File: src/sv/ppm_inv_pkg.sv
`timescale 1ns / 1ps
`default_nettype none
// ----------------------------------------------------------------------------
// ppm_inv_pkg
// Shared types and constants for the ASCII PPM color inverter.
// ----------------------------------------------------------------------------
package ppm_inv_pkg;

	// Header and payload widths
	localparam int unsigned BYTE_W     = 8;
	localparam int unsigned FIELD_W    = 16;
	localparam int unsigned CHAN_W     = 2;
	localparam int unsigned KIND_W     = 2;
	localparam int unsigned OUT_DATA_W = 72;

	// Output tdata layout, lowest bit first
	localparam int unsigned SAMPLE_LSB = 0;
	localparam int unsigned CHAN_LSB   = SAMPLE_LSB + FIELD_W;
	localparam int unsigned WIDTH_LSB  = CHAN_LSB + CHAN_W;
	localparam int unsigned HEIGHT_LSB = WIDTH_LSB + FIELD_W;
	localparam int unsigned MAXC_LSB   = HEIGHT_LSB + FIELD_W;
	localparam int unsigned PAD_LSB    = MAXC_LSB + FIELD_W;
	localparam int unsigned PAD_W      = OUT_DATA_W - PAD_LSB;

	// Characters
	localparam logic [BYTE_W-1:0] CH_THREE   = 8'h33;
	localparam logic [BYTE_W-1:0] CH_HASH    = 8'h23;
	localparam logic [BYTE_W-1:0] CH_NEWLINE = 8'h0a;
	localparam logic [BYTE_W-1:0] CH_ZERO    = 8'd48;
	localparam logic [BYTE_W-1:0] CH_NINE    = 8'd57;

	// Last color channel before wrapping back to red
	localparam logic [CHAN_W-1:0] CHAN_BLUE = 2'd2;

	typedef enum logic [2:0] {
		PH_MAGIC,
		PH_WIDTH,
		PH_HEIGHT,
		PH_MAXC,
		PH_SAMPLES,
		PH_STOPPED
	} phase_t;

	typedef enum logic [KIND_W-1:0] {
		KIND_SAMPLE,
		KIND_HEADER,
		KIND_BADFMT
	} kind_t;

endpackage
`default_nettype wire

File: src/sv/ascii_ppm_color_inverter.sv
`timescale 1ns / 1ps
`default_nettype none
// ----------------------------------------------------------------------------
// ascii_ppm_color_inverter
// Byte-serial P3 PPM parser that reports the header and inverted samples, and flags unsupported formats.
// ----------------------------------------------------------------------------
// Usage:
//   Slave side takes one file character per transaction in s_tdata; s_tuser
//   high marks the first byte of a new file and restarts all parsing.
//   Master side gives at most one result per input byte: m_tuser holds the
//   kind (inverted sample, header complete, unsupported format), m_tdata the
//   sample, its channel and the stored width, height and max color.
//   Throughput is one byte per cycle while the receiver does not stall, set
//   by the single-pass update of the parser state (decimal accumulate is a
//   shift-add times ten). A byte that ends a number (or the magic line)
//   passes through the input register and then the result register before
//   m_tvalid rises.
//   Reset (arst_n low) returns to the magic-line phase with all stored
//   header values zero. When the receiver stalls, the result register holds
//   and the input register fills; s_tready drops only once both are full.
// ----------------------------------------------------------------------------
module ascii_ppm_color_inverter
	import ppm_inv_pkg::*;
#(
	parameter int unsigned SAMPLE_BITS = 16
) (
	input  wire logic                  clk,
	input  wire logic                  arst_n,
	input  wire logic                  s_tvalid,
	output logic                       s_tready,
	input  wire logic [BYTE_W-1:0]     s_tdata,  // file_byte
	input  wire logic                  s_tuser,  // start_of_file
	output logic                       m_tvalid,
	input  wire logic                  m_tready,
	output logic [OUT_DATA_W-1:0]      m_tdata,  // sample_value, color_channel,
	                                             // image_width, image_height,
	                                             // max_color, zero pad
	output logic [KIND_W-1:0]          m_tuser   // result_kind
);

	localparam int unsigned SB  = SAMPLE_BITS;
	localparam int unsigned PW  = SAMPLE_BITS + 4;

	// Input register
	logic              v_s1;
	logic [BYTE_W-1:0] byte_s1;
	logic              sof_s1;

	// Parser state
	phase_t          phase_q;
	logic [SB-1:0]   acc_q;
	logic            innum_q;
	logic            lstart_q;
	logic            incmt_q;
	logic [SB-1:0]   width_q;
	logic [SB-1:0]   height_q;
	logic [SB-1:0]   maxc_q;
	logic [CHAN_W-1:0] chan_q;

	// Result register
	logic              v_s2;
	kind_t             kind_s2;
	logic [SB-1:0]     sample_s2;
	logic [CHAN_W-1:0] chan_s2;
	logic [SB-1:0]     width_s2;
	logic [SB-1:0]     height_s2;
	logic [SB-1:0]     maxc_s2;

	// Next-state and result logic
	phase_t            phase_w, phase_n;
	logic [SB-1:0]     acc_w, acc_n;
	logic              innum_w, innum_n;
	logic              lstart_w, lstart_n;
	logic              incmt_w, incmt_n;
	logic [SB-1:0]     width_w, width_n;
	logic [SB-1:0]     height_w, height_n;
	logic [SB-1:0]     maxc_w, maxc_n;
	logic [CHAN_W-1:0] chan_w, chan_n;
	logic              emit;
	kind_t             kind_n;
	logic [SB-1:0]     sample_n;
	logic [CHAN_W-1:0] rchan_n;
	logic              is_digit;
	logic              is_nl;
	logic [PW-1:0]     prod;
	logic              adv;

	assign adv      = !v_s2 || m_tready;
	assign s_tready = !v_s1 || adv;

	assign is_digit = (byte_s1 >= CH_ZERO) && (byte_s1 <= CH_NINE);
	assign is_nl    = (byte_s1 == CH_NEWLINE);

	// acc * 10 + digit, digit is the low nibble of an ASCII digit
	assign prod = ({{4{1'b0}}, acc_w} << 3) + ({{4{1'b0}}, acc_w} << 1)
		+ {{(PW-4){1'b0}}, byte_s1[3:0]};

	always_comb begin
		// start of file clears everything before the byte is used
		if (sof_s1) begin
			phase_w  = PH_MAGIC;
			acc_w    = '0;
			innum_w  = 1'b0;
			lstart_w = 1'b1;
			incmt_w  = 1'b0;
			width_w  = '0;
			height_w = '0;
			maxc_w   = '0;
			chan_w   = '0;
		end else begin
			phase_w  = phase_q;
			acc_w    = acc_q;
			innum_w  = innum_q;
			lstart_w = lstart_q;
			incmt_w  = incmt_q;
			width_w  = width_q;
			height_w = height_q;
			maxc_w   = maxc_q;
			chan_w   = chan_q;
		end

		phase_n  = phase_w;
		acc_n    = acc_w;
		innum_n  = innum_w;
		lstart_n = is_nl;
		incmt_n  = incmt_w;
		width_n  = width_w;
		height_n = height_w;
		maxc_n   = maxc_w;
		chan_n   = chan_w;
		emit     = 1'b0;
		kind_n   = KIND_SAMPLE;
		sample_n = '0;
		rchan_n  = '0;

		if (phase_w == PH_STOPPED) begin
			// ignore until next file
		end else if (phase_w != PH_SAMPLES && incmt_w) begin
			if (is_nl) begin
				incmt_n = 1'b0;
			end
		end else if (phase_w != PH_SAMPLES && lstart_w && byte_s1 == CH_HASH) begin
			incmt_n = 1'b1;
		end else if (phase_w == PH_MAGIC) begin
			// acc counts line characters (saturating at 2); innum flags a '3' second
			if (is_nl) begin
				if (innum_w) begin
					phase_n = PH_WIDTH;
				end else begin
					phase_n = PH_STOPPED;
					emit    = 1'b1;
					kind_n  = KIND_BADFMT;
				end
				acc_n   = '0;
				innum_n = 1'b0;
			end else begin
				if (acc_w == SB'(1) && byte_s1 == CH_THREE) begin
					innum_n = 1'b1;
				end
				if (acc_w < SB'(2)) begin
					acc_n = acc_w + SB'(1);
				end
			end
		end else if (is_digit) begin
			if (!innum_w) begin
				acc_n = {{(SB-4){1'b0}}, byte_s1[3:0]};
			end else if (prod > {{4{1'b0}}, {SB{1'b1}}}) begin
				acc_n = '1;
			end else begin
				acc_n = prod[SB-1:0];
			end
			innum_n = 1'b1;
		end else if (innum_w) begin
			innum_n = 1'b0;
			acc_n   = '0;
			unique case (phase_w)
				PH_WIDTH: begin
					width_n = acc_w;
					phase_n = PH_HEIGHT;
				end
				PH_HEIGHT: begin
					height_n = acc_w;
					phase_n  = PH_MAXC;
				end
				PH_MAXC: begin
					maxc_n  = acc_w;
					phase_n = PH_SAMPLES;
					chan_n  = '0;
					emit    = 1'b1;
					kind_n  = KIND_HEADER;
				end
				default: begin
					emit     = 1'b1;
					kind_n   = KIND_SAMPLE;
					sample_n = (acc_w > maxc_w) ? '0 : maxc_w - acc_w;
					rchan_n  = chan_w;
					chan_n   = (chan_w >= CHAN_BLUE) ? '0 : chan_w + CHAN_W'(1);
				end
			endcase
		end
	end

	always_ff @(posedge clk or negedge arst_n) begin
		if (!arst_n) begin
			v_s1 <= 1'b0;
		end else if (s_tready) begin
			v_s1 <= s_tvalid;
		end
	end

	always_ff @(posedge clk) begin
		if (s_tready && s_tvalid) begin
			byte_s1 <= s_tdata;
			sof_s1  <= s_tuser;
		end
	end

	always_ff @(posedge clk or negedge arst_n) begin
		if (!arst_n) begin
			phase_q  <= PH_MAGIC;
			acc_q    <= '0;
			innum_q  <= 1'b0;
			lstart_q <= 1'b1;
			incmt_q  <= 1'b0;
			width_q  <= '0;
			height_q <= '0;
			maxc_q   <= '0;
			chan_q   <= '0;
		end else if (v_s1 && adv) begin
			phase_q  <= phase_n;
			acc_q    <= acc_n;
			innum_q  <= innum_n;
			lstart_q <= lstart_n;
			incmt_q  <= incmt_n;
			width_q  <= width_n;
			height_q <= height_n;
			maxc_q   <= maxc_n;
			chan_q   <= chan_n;
		end
	end

	always_ff @(posedge clk or negedge arst_n) begin
		if (!arst_n) begin
			v_s2 <= 1'b0;
		end else if (adv) begin
			v_s2 <= v_s1 && emit;
		end
	end

	always_ff @(posedge clk) begin
		if (adv && v_s1 && emit) begin
			kind_s2   <= kind_n;
			sample_s2 <= sample_n;
			chan_s2   <= rchan_n;
			width_s2  <= width_n;
			height_s2 <= height_n;
			maxc_s2   <= maxc_n;
		end
	end

	assign m_tvalid = v_s2;
	assign m_tuser  = kind_s2;
	assign m_tdata  = {
		{PAD_W{1'b0}},
		FIELD_W'(maxc_s2),
		FIELD_W'(height_s2),
		FIELD_W'(width_s2),
		chan_s2,
		FIELD_W'(sample_s2)
	};

endmodule
`default_nettype wire

File: config.mk
export PLATFORM = sky130hd
export DESIGN_NAME = ascii_ppm_color_inverter
export DESIGN_NICKNAME = d
export VERILOG_FILES = /design/src/sv/ppm_inv_pkg.sv /design/src/sv/ascii_ppm_color_inverter.sv
export SDC_FILE = /design/constraint.sdc
export NUM_CORES = 1
export LEC_CHECK = 0
export ABC_CLOCK_PERIOD_IN_PS = 13600
export BUFFER_PORTS_ARGS = -buffer_cell sky130_fd_sc_hd__buf_2
export CAP_MARGIN = 20
export CORE_ASPECT_RATIO = 1.5
export CORE_MARGIN = 2
export CORE_UTILIZATION = 35
export CTS_BUF_LIST = sky130_fd_sc_hd__clkbuf_16
export DETAILED_ROUTE_END_ITERATION = 8
export PLACE_DENSITY = 0.49
export SETUP_SLACK_MARGIN = 0.4
export SLEW_MARGIN = 20
export SYNTH_ARGS = -nofsm -noshare
export SYNTH_HDL_FRONTEND = slang
export SYNTH_SLANG_ARGS = --single-unit
File: constraint.sdc
create_clock -name clk -period 13.6 [get_ports clk]
set_input_delay 0 -clock clk [delete_from_list [all_inputs] [get_ports clk]]
set_output_delay 0 -clock clk [all_outputs]
set_load 0.05 [all_outputs]
# Word-level counts from Yosys, hierarchy flattened
# Index checks and enable logic that the tools add are counted.
# word_totals
register_bits,151
latchBits,0
ram_bits,0
rom_bits,0
input_bits,13
output_inout_bits,76
wordCells,141
n_memories,0
# op_classes
addsub,5
mul,0
div_mod_pow,0
n_lt_le_gt_ge,6
n_eq_ne,9
shifts,0
muxes,83
bitwise_logic,1
n_reduce_logical,18
# ops
cell,count
16-bit two-way mux,35
3-bit two-way mux,9
1-bit two-way mux,26
2-bit two-way mux,11
19-bit by 17-bit adder with 20-bit output,1
20-bit by 4-bit adder with 20-bit output,1
"20-bit by 16-bit > comparator with 1-bit output, second input constant",1
"16-bit by 1-bit adder with 16-bit output, second input constant",1
"16-bit by 1-bit == test with 1-bit output, second input constant",1
"8-bit by 6-bit == test with 1-bit output, second input constant",2
16-bit > comparator,1
"16-bit by 2-bit less-than comparator with 1-bit output, second input constant",1
16-bit subtractor,1
10-bit OR reduction,1
1-bit logical AND,9
3-bit one-hot mux with 3 select lines,1
9-bit OR reduction,1
"8-bit by 4-bit == test with 1-bit output, second input constant",1
"8-bit by 6-bit greater-or-equal comparator with 1-bit output, second input constant",1
"8-bit by 6-bit less-or-equal comparator with 1-bit output, second input constant",1
"3-bit by 2-bit == test with 1-bit output, second input constant",2
2-bit one-hot mux with 2 select lines,1
"3-bit by 1-bit == test with 1-bit output, second input constant",1
"3-bit == test, second input constant",1
9 further kinds,11

# Longest topological paths before layout
# Gate-level depths: netlist of run 1.
# depth
ltp_word,11
depth_mapped,17
depth_no_buf,14

# Worst setup path before layout of run 1
# Ideal clock, no wire load.
# synth_path
path_type,register -> register
from,register phase_q[1]
to,register chan_s2[0] (enable)
setup_ns,0.495
arrival_ns,4.599
slack_ns,8.506
path_stages_with_launch,11
n_path_buf,2
period_less_slack_ns,5.094
cell_sequence,dfrtp_1 -> buf_6 -> or3b_4 -> a21oi_2 -> o31a_2 -> o21a_1 -> buf_6 -> nand3_4 -> a21oi_1 -> nor2_1 -> nor2_1
# synth_between
elab_chain_cells,11
# synth_rtl
item,line,source
"start, declared",ascii_ppm_color_inverter.sv:50,phase_t phase_q;
"start signal, assigned",ascii_ppm_color_inverter.sv:230,phase_q <= phase_n;
3-bit two-way mux *,ascii_ppm_color_inverter.sv:100,if (sof_s1) begin
3-bit by 2-bit == test with 1-bit output or 3-bit by 1-bit == test with 1-bit output (tied branches),ascii_ppm_color_inverter.sv:176,unique case (phase_w)
2-bit OR reduction (no line),--,
1-bit two-way mux,ascii_ppm_color_inverter.sv:176,
1-bit two-way mux,ascii_ppm_color_inverter.sv:173,end else if (innum_w) begin
1-bit two-way mux,ascii_ppm_color_inverter.sv:164,end else if (is_digit) begin
1-bit two-way mux,ascii_ppm_color_inverter.sv:144,end else if (phase_w == PH_MAGIC) begin
1-bit two-way mux,ascii_ppm_color_inverter.sv:142,end else if (phase_w != PH_SAMPLES && lstart_w && byte_s1 == CH_HASH) begin
1-bit two-way mux,ascii_ppm_color_inverter.sv:138,end else if (phase_w != PH_SAMPLES && incmt_w) begin
1-bit two-way mux *,ascii_ppm_color_inverter.sv:136,if (phase_w == PH_STOPPED) begin
1-bit logical AND *,ascii_ppm_color_inverter.sv:251,if (adv && v_s1 && emit) begin
"end signal, assigned",ascii_ppm_color_inverter.sv:254,chan_s2 <= rchan_n;
"end, declared",ascii_ppm_color_inverter.sv:64,logic [CHAN_W-1:0] chan_s2;
# Mark *: on every way between the ends. The rest lies on a longest branch, timed or not.
# A chain may end at the register's enable or synchronous reset.

# Final worst setup path of run 1
# layout_path
from,register sof_s1
to,register acc_q[8]
# layout_between
elab_chain_cells,11
# layout_rtl
item,line,source
"start, declared",ascii_ppm_color_inverter.sv:47,logic sof_s1;
"start signal, assigned",ascii_ppm_color_inverter.sv:214,sof_s1 <= s_tuser;
16-bit two-way mux,ascii_ppm_color_inverter.sv:100,
19-bit by 17-bit adder with 20-bit output,ascii_ppm_color_inverter.sv:95,"assign prod = ({{4{1'b0}}, acc_w} << 3) + ({{4{1'b0}}, acc_w} << 1)"
20-bit by 4-bit adder with 20-bit output,ascii_ppm_color_inverter.sv:96,"+ {{(PW-4){1'b0}}, byte_s1[3:0]};"
20-bit by 16-bit > comparator with 1-bit output,ascii_ppm_color_inverter.sv:167,"end else if (prod > {{4{1'b0}}, {SB{1'b1}}}) begin"
16-bit two-way mux,ascii_ppm_color_inverter.sv:167,
16-bit two-way mux,ascii_ppm_color_inverter.sv:165,if (!innum_w) begin
16-bit two-way mux,ascii_ppm_color_inverter.sv:164,
16-bit two-way mux,ascii_ppm_color_inverter.sv:144,
16-bit two-way mux,ascii_ppm_color_inverter.sv:142,
16-bit two-way mux,ascii_ppm_color_inverter.sv:138,
16-bit two-way mux *,ascii_ppm_color_inverter.sv:136,
"end signal, assigned",ascii_ppm_color_inverter.sv:231,acc_q <= acc_n;
"end, declared",ascii_ppm_color_inverter.sv:51,logic [SB-1:0] acc_q;
# Marked as above.

==> flow_summary.yaml, run 1 <==
outcome:
  status: "complete, no violations"
detailed_routing:
  dr_total_vias: 6971
  wl_met2_um: 11800
  detail-route-antenna-nets: 0
  dr.pass1.iters: 5
  wl_per_cell_um: 17.6
  wl_met1_um: 10500
  wl_met3_um: 633
  viasPerCell: 5.28
  drt-total-wl_um: 23300
  routed.top_layer: "met4"
  drc: 0
  drtIter0Drc: 508
final_layout:
  fin_cells: 1320
  fillCellCount: 2480
  layout-drive-gt1-share_pct: 16.1
  design_area_um2: 10300
  diodes: 0
  syn_to_final_growth_pct: 15.4
  layout.nets: 1041
place:
  place_congestion: 0.850
  portBuffers: 82
  post_dp_cell_area_um2: 9530
  place_inst: 1274
  post-place-ws_ps: 8950
  place_hpwl_um: 16300
power_and_ir_drop:
  seqPwrFrac_pct: 45.6
  p_switching_mw: 0.283
  power_leakage_nw: 4.44
  ir_worst_vdd_uv: 87.4
  combPwrFrac_pct: 10.7
  switching_share_pct: 25.4
  clkPwrFrac_pct: 43.7
  powerDensity_nw_per_um2: 108
  p_int_mw: 0.830
timing:
  rsz0062_at_grt: "no"
  fmax_mhz: 213
  hold_viol_final: 0
  setup_viol_count_final: 0
  fin_setup_tns_ps: 0
  finalWorstSetupSlack_ps: 8900
  timing.slew.headroom_pct: 28.2
  tightest_slew_ps: 1070
  fin_crit_sh_pct: 34.6
  fin_skew_ps: 11.1
  fin_hold_ws_ps: 273
  report.final.slew_viol_count: 0
  period_minus_slack_ps: 4700
clocking:
  clock-sinks: 151
  clockBufferDepth: 2
  clkSlewWorstSetupHoldPaths_ps: 60
  cts_root_buffer: "clkbuf_16"
  cts_setup_buffers: 0
  numCtsBuffers: 17
  cts_tree: "yes"
  clkLatencyLatePin_ps: 430
  htreeDepth: 4
global_route:
  overflow: 0
  grt_util_all_layers_pct: 17.7
  grt_pass1_wl_um: 36500
  grt_max_degree: 74
  antenna_found_initial: 0
  grt_pass1_vias: 6708
yosys:
  ys_ff_latch: 151
  yosys.area_share.xor_xnor_pct: 2.26
  synth.mux.area_fraction_pct: 1.99
  yosys-top-cells-count: "nand2_1, a21oi_1, o21ai_0"
  yosys.cell_count.top_type: "nand2_1"
  synthFlopType: "edfxtp_1"
  synth.cell_area_um2: 8910
  avgSynthCellArea_um2: 9.82
  synthAdderAreaFrac_pct: 7.05
  synthSimpleGateAreaFrac_pct: 16.5
  synth-warning-count: 0
  synth_cell_types: 75
  ys_seq_area_share_pct: 46.7
  ys_top_cells_by_area: "edfxtp_1, dfrtp_1, ha_1"
  synth_edf_count: 77
  synth_top_family_by_area: "compound AO/OA/AOI/OAI gates"
  yosys.area.top_type: "edfxtp_1"
  ys_async_sr_fraction_pct: 49.0
  synth_top_area_share_pct: 25.9
  synth_compound_area_share_pct: 21.0
  synthCells: 908
critical_path:
  ff2ff_setup_slack_ps: 8900
  cp_max_fo: 50
  cp.required_ps: 13900
  arrival_ps: 5000
  critPathKind: "flip-flop to flip-flop"
  r2r_start: "sof_s1"
  crit_start: "sof_s1"
  crit_path_end_kind: "flip-flop"
  start_kind: "flip-flop"
hold_path:
  hp-start: "s_tdata[7]"
  worstHoldPathType: "input pin to flip-flop"
die:
  dieArea_um2: 26800
  die_h_um: 199
  rows: 71
  die_w_um: 134
  start_util_pct: 35.6
  io_pins: 89
  core_um2: 25100
flow_run:
  cap_violations: 0
==> cell type report <==
class                   count  area (µm²)  share of cell area (%)
flip-flops and latches    151        4170                    40.5
clock buffers              17         425                    4.14
inverters                  25        93.8                   0.912
repair buffers            105         621                    6.03
clock inverters            15         176                    1.72
well taps                 328         410                    3.99
multi-input cells         679        4390                    42.7
==> metal layers <==
metal,vias to the layer above,track usage [%]
met1,3394,22.3
met2,128,31.4
met4,0,5.38
met5,-,0
met3,21,2.51
li1,3428,-
==> critical path, cell delays in order, from the launching register on <==
cell       delay, ps
edfxtp_1         360
buf_4            280
nor2b_1          540
xor2_1           140
ha_1             350
fa_1             480
a211oi_1         310
o21ai_0          250
a21oi_1          300
o311a_1          200
a31oi_1           40
nand4b_1         590
a2111oi_0        640
nor3_1            90
==> flip-flops by register name, indices dropped and copies added, names as in the netlist <==
| name | flops |
|---|---|
| acc_q | 16 |
| height_q | 16 |
| height_s2 | 16 |
| maxc_q | 16 |
| maxc_s2 | 16 |
| sample_s2 | 16 |
| width_q | 16 |
| width_s2 | 16 |
| byte_s1 | 8 |
| phase_q | 3 |
| chan_q | 2 |
| chan_s2 | 2 |
| m_tuser | 2 |
| incmt_q | 1 |
| innum_q | 1 |
| lstart_q | 1 |
| m_tvalid | 1 |
| sof_s1 | 1 |
| v_s1 | 1 |
==> path summary, 6_finish.rpt <==
kind,end,cells past startpoint
min in group asynchronous,height_q[12],3
worst max register to register,acc_q[8],13
max in group asynchronous,maxc_q[12],3
worst min-delay path,byte_s1[7],2
worst max-delay path,acc_q[8],13
worst min register to register,height_q[11],2
==> placed cells by master, fill, tap and decap left out, types with 4 or more instances in the layout <==
cell	Yosys	routed
edfxtp_1	77	77
ha_1	47	47
and2_1	9	9
nand3_1	9	9
nor2b_1	24	24
dlygate4sd3_1	0	14
o21ai_1	11	11
clkbuf_16	0	17
xor2_1	9	9
a21o_1	13	13
dfrtp_1	73	73
o22ai_1	4	4
nor3_1	15	15
xnor2_1	14	14
nand2b_1	38	38
and3_1	6	6
o21a_1	6	6
buf_2	8	81
a22oi_2	9	9
mux2_2	11	11
a31oi_1	4	4
o211ai_1	9	9
a21oi_1	79	79
inv_6	0	4
a211oi_1	7	7
o21ai_0	78	78
a22oi_1	7	7
a22o_1	19	19
conb_1	1	6
nand2_1	117	116
o21bai_1	4	4
buf_4	8	10
nor2_1	43	42
a21boi_0	17	17
inv_1	24	26
o31ai_1	6	6
==> per-stage QoR <==
step	utilization, %	total power, mW
after global routing	41.1	1.16
after CTS	41.0	1.12
after global placement	38.1	0.632
final	41.1	1.11
after floorplan	-	0.601
after detailed placement	38.1	0.632
==> power by group through the flow <==
stage | combinational [mW] | clock (mW) | sequential [mW]
after floorplan | 0.0915 | 0 | 0.509
after global placement | 0.116 | 0 | 0.515
after detailed placement | 0.116 | 0 | 0.516
after CTS | 0.120 | 0.497 | 0.507
after global routing | 0.134 | 0.514 | 0.509
final | 0.119 | 0.486 | 0.507
==> cell families after synthesis <==
logic type      after synthesis
flops                       151
mux                          16
buf+inv                      83
xor+xnor                     23
other cells                   1
fa+ha+maj                    49
simple gates                292
compound gates              293
==> what timing repair did <==
item	in CTS	in global routing
hold endpoints to repair	84	0
gates resized for setup	0	0
hold buffers	14	0
Power figures use the tool's default switching activity.
==> inputs of run 2 (changes only) <==
--- a/config.mk
+++ b/config.mk
@@ -5,7 +5,7 @@
 export SDC_FILE = /design/constraint.sdc
 export NUM_CORES = 1
 export LEC_CHECK = 0
-export ABC_CLOCK_PERIOD_IN_PS = 13600
+export ABC_CLOCK_PERIOD_IN_PS = 3900
 export BUFFER_PORTS_ARGS = -buffer_cell sky130_fd_sc_hd__buf_2
 export CAP_MARGIN = 20
 export CORE_ASPECT_RATIO = 1.5
@@ -13,7 +13,7 @@
 export CORE_UTILIZATION = 35
 export CTS_BUF_LIST = sky130_fd_sc_hd__clkbuf_16
 export DETAILED_ROUTE_END_ITERATION = 8
-export PLACE_DENSITY = 0.49
+export PLACE_DENSITY = 0.51
 export SETUP_SLACK_MARGIN = 0.4
 export SLEW_MARGIN = 20
 export SYNTH_ARGS = -nofsm -noshare
==> constraint.sdc (replaced) <==
create_clock -name clk -period 3.9 [get_ports clk]
set_input_delay 0 -clock clk [delete_from_list [all_inputs] [get_ports clk]]
set_output_delay 0 -clock clk [all_outputs]
set_load 0.05 [all_outputs]
==> run 2 against run 1 <==
Compared with the run above: register-to-register slack worse by 8500 ps; critical path type unchanged; cell count grew 4.2%; global-route usage increased by 0.85 points.
==> flow_summary.yaml, run 2 (synthesis gave the netlist of run 1 again) <==
outcome:
  status: "complete, no violations"
power_and_ir_drop:
  combPwrFrac_pct: 12.6
  clkPwrFrac_pct: 43.6
  power_leakage_nw: 4.69
  seqPwrFrac_pct: 43.9
  powerDensity_nw_per_um2: 367
  p_switching_mw: 1.04
  ir_worst_vdd_uv: 359
  p_int_mw: 2.95
  switching_share_pct: 26.1
place:
  portBuffers: 82
  place_hpwl_um: 17200
  place_congestion: 0.823
timing:
  fin_skew_ps: 13.0
  fin_setup_tns_ps: 0
  setup_viol_count_final: 0
  tightest_slew_ps: 828
  fin_crit_sh_pct: 89.9
  hold_viol_final: 0
  period_minus_slack_ps: 3510
  rsz0062_at_grt: "yes"
  timing.slew.headroom_pct: 44.7
  report.final.slew_viol_count: 0
  fmax_mhz: 285
global_route:
  antenna_found_initial: 0
  grt_pass1_vias: 6923
  grt_pass1_wl_um: 38200
  grt_util_all_layers_pct: 18.5
  overflow: 0
  grt_max_degree: 75
critical_path:
  path_buf_inv: 3
  ff2ff_setup_slack_ps: 390
  r2r_end: "acc_q[2]"
  critPathTopFamily: "compound AO/OA/AOI/OAI gates"
  r2r_start: "sof_s1"
  cp_slowest_cell: "edfxtp_1"
  path_cells: "buf_6 > nand2b_4 > inv_4 > ha_4 > ha_4 > fa_2 > a211oi_4 > o21ai_2 > a21oi_2 > o311a_1 > a31oi_1 > nand4b_1 > buf_6 > or3_1 > o211ai_1 > a21oi_1"
  start_kind: "flip-flop"
  crit_path_end_kind: "flip-flop"
  cp_max_fo: 8
  cp.required_ps: 4230
  crit_path_max_incr_delay_ps: 510
  arrival_ps: 3840
  ff2ff_path_depth: 16
  critPathKind: "flip-flop to flip-flop"
detailed_routing:
  dr.pass1.iters: 6
  dr_total_vias: 7144
  drc: 0
  wl_per_cell_um: 17.4
  detail-route-antenna-nets: 0
  viasPerCell: 5.20
  drt-total-wl_um: 23900
  drtIter0Drc: 462
final_layout:
  layout.nets: 1096
  fillCellCount: 2452
  layout-drive-gt1-share_pct: 23.5
  diodes: 0
  syn_to_final_growth_pct: 22.3
  final_common_cell: "nand2_1"
  fin_util_pct: 43.5
  final_cell_mix: "nand2_1, buf_2, a21oi_1"
clocking:
  htreeDepth: 4
  clock-sinks: 151
  clockBufferDepth: 2
  cts_root_buffer: "clkbuf_16"
  clkLatencyLatePin_ps: 450
  cts_tree: "yes"
  numCtsBuffers: 17
  clkSlewWorstSetupHoldPaths_ps: 70
die:
  die_h_um: 199
  die_w_um: 134
  rows: 71
  core_um2: 25100
  io_pins: 89
  dieArea_um2: 26800
  start_util_pct: 35.6
hold_path:
  worstHoldPathType: "input pin to asynchronous set/reset pin"
flow_run:
  cap_violations: 0
## run 2: cell types whose count changed in the layout (fill, tap and decap cells not counted), moves of 3 or more
cell / change
ha_2: +3
buf_6: +5
nor2b_1: -3
o21ai_0: -6
inv_2: +5
inv_1: -8
buf_12: +3
buf_4: +46
ha_1: -6
ha_4: +3
o21ai_1: +3
## run 2: how the worst max path moves through the flow
stage                 from            end  slack (ps)  cells past startpoint
CTS                 sof_s1   sample_s2[7]         390                     11
global route        sof_s1       acc_q[3]         250                     16
detailed placement  sof_s1   sample_s2[2]         130                     15
finish              sof_s1       acc_q[2]         390                     16
floorplan           sof_s1  sample_s2[10]         420                     15
global placement    sof_s1  sample_s2[14]         260                     14
## run 2: power by group through the flow
stage / logic, mW / registers (mW) / clock network [mW]
global placement: 0.444 / 1.78 / 0
CTS: 0.484 / 1.75 / 1.79
global route: 0.565 / 1.76 / 1.85
detailed placement: 0.445 / 1.79 / 0
floorplan: 0.329 / 1.78 / 0
finish: 0.503 / 1.75 / 1.74
## run 2: layout make-up
class	count	area [µm²]	area share (%)
flip-flops and latches	151	4170	38.2
multi-input cells	679	4520	41.5
clock buffers	17	425	3.90
repair buffers	160	1090	10.0
clock inverters	15	188	1.72
well taps	328	410	3.77
inverters	25	96.3	0.884
## run 2: metrics by stage
step                      cells  setup slack (ps)  instance area (µm²)  hold slack (ps)  total power [mW]
after floorplan             913               416                 8990             -296              2.11
after global placement     1315               259                 9900              179              2.23
after detailed placement   1315               131                 9900              178              2.23
after CTS                  1369               389                10800              228              4.02
after global routing       1375               251                10900              215              4.17
final                      1375               393                10900              136              4.00
## run 2: timing repair
item / in CTS / in global routing
hold buffers: 13 / 0
hold endpoints to repair: 84 / 0
setup endpoints to repair: 22 / 121
pin swaps: 8 / 14
gates resized for setup: 16 / 26
setup buffers: 9 / 6
## run 2: metal layers
metal | share of wire [%] | vias to the layer above | wire, µm | track usage, %
li1 | - | 3533 | - | -
met1 | 44 | 3387 | 10500 | 23.9
met2 | 49 | 185 | 11700 | 30.3
met3 | 4.4 | 39 | 1060 | 3.75
met4 | 2.7 | 0 | 643 | 7.80
met5 | 0 | - | 0 | 0
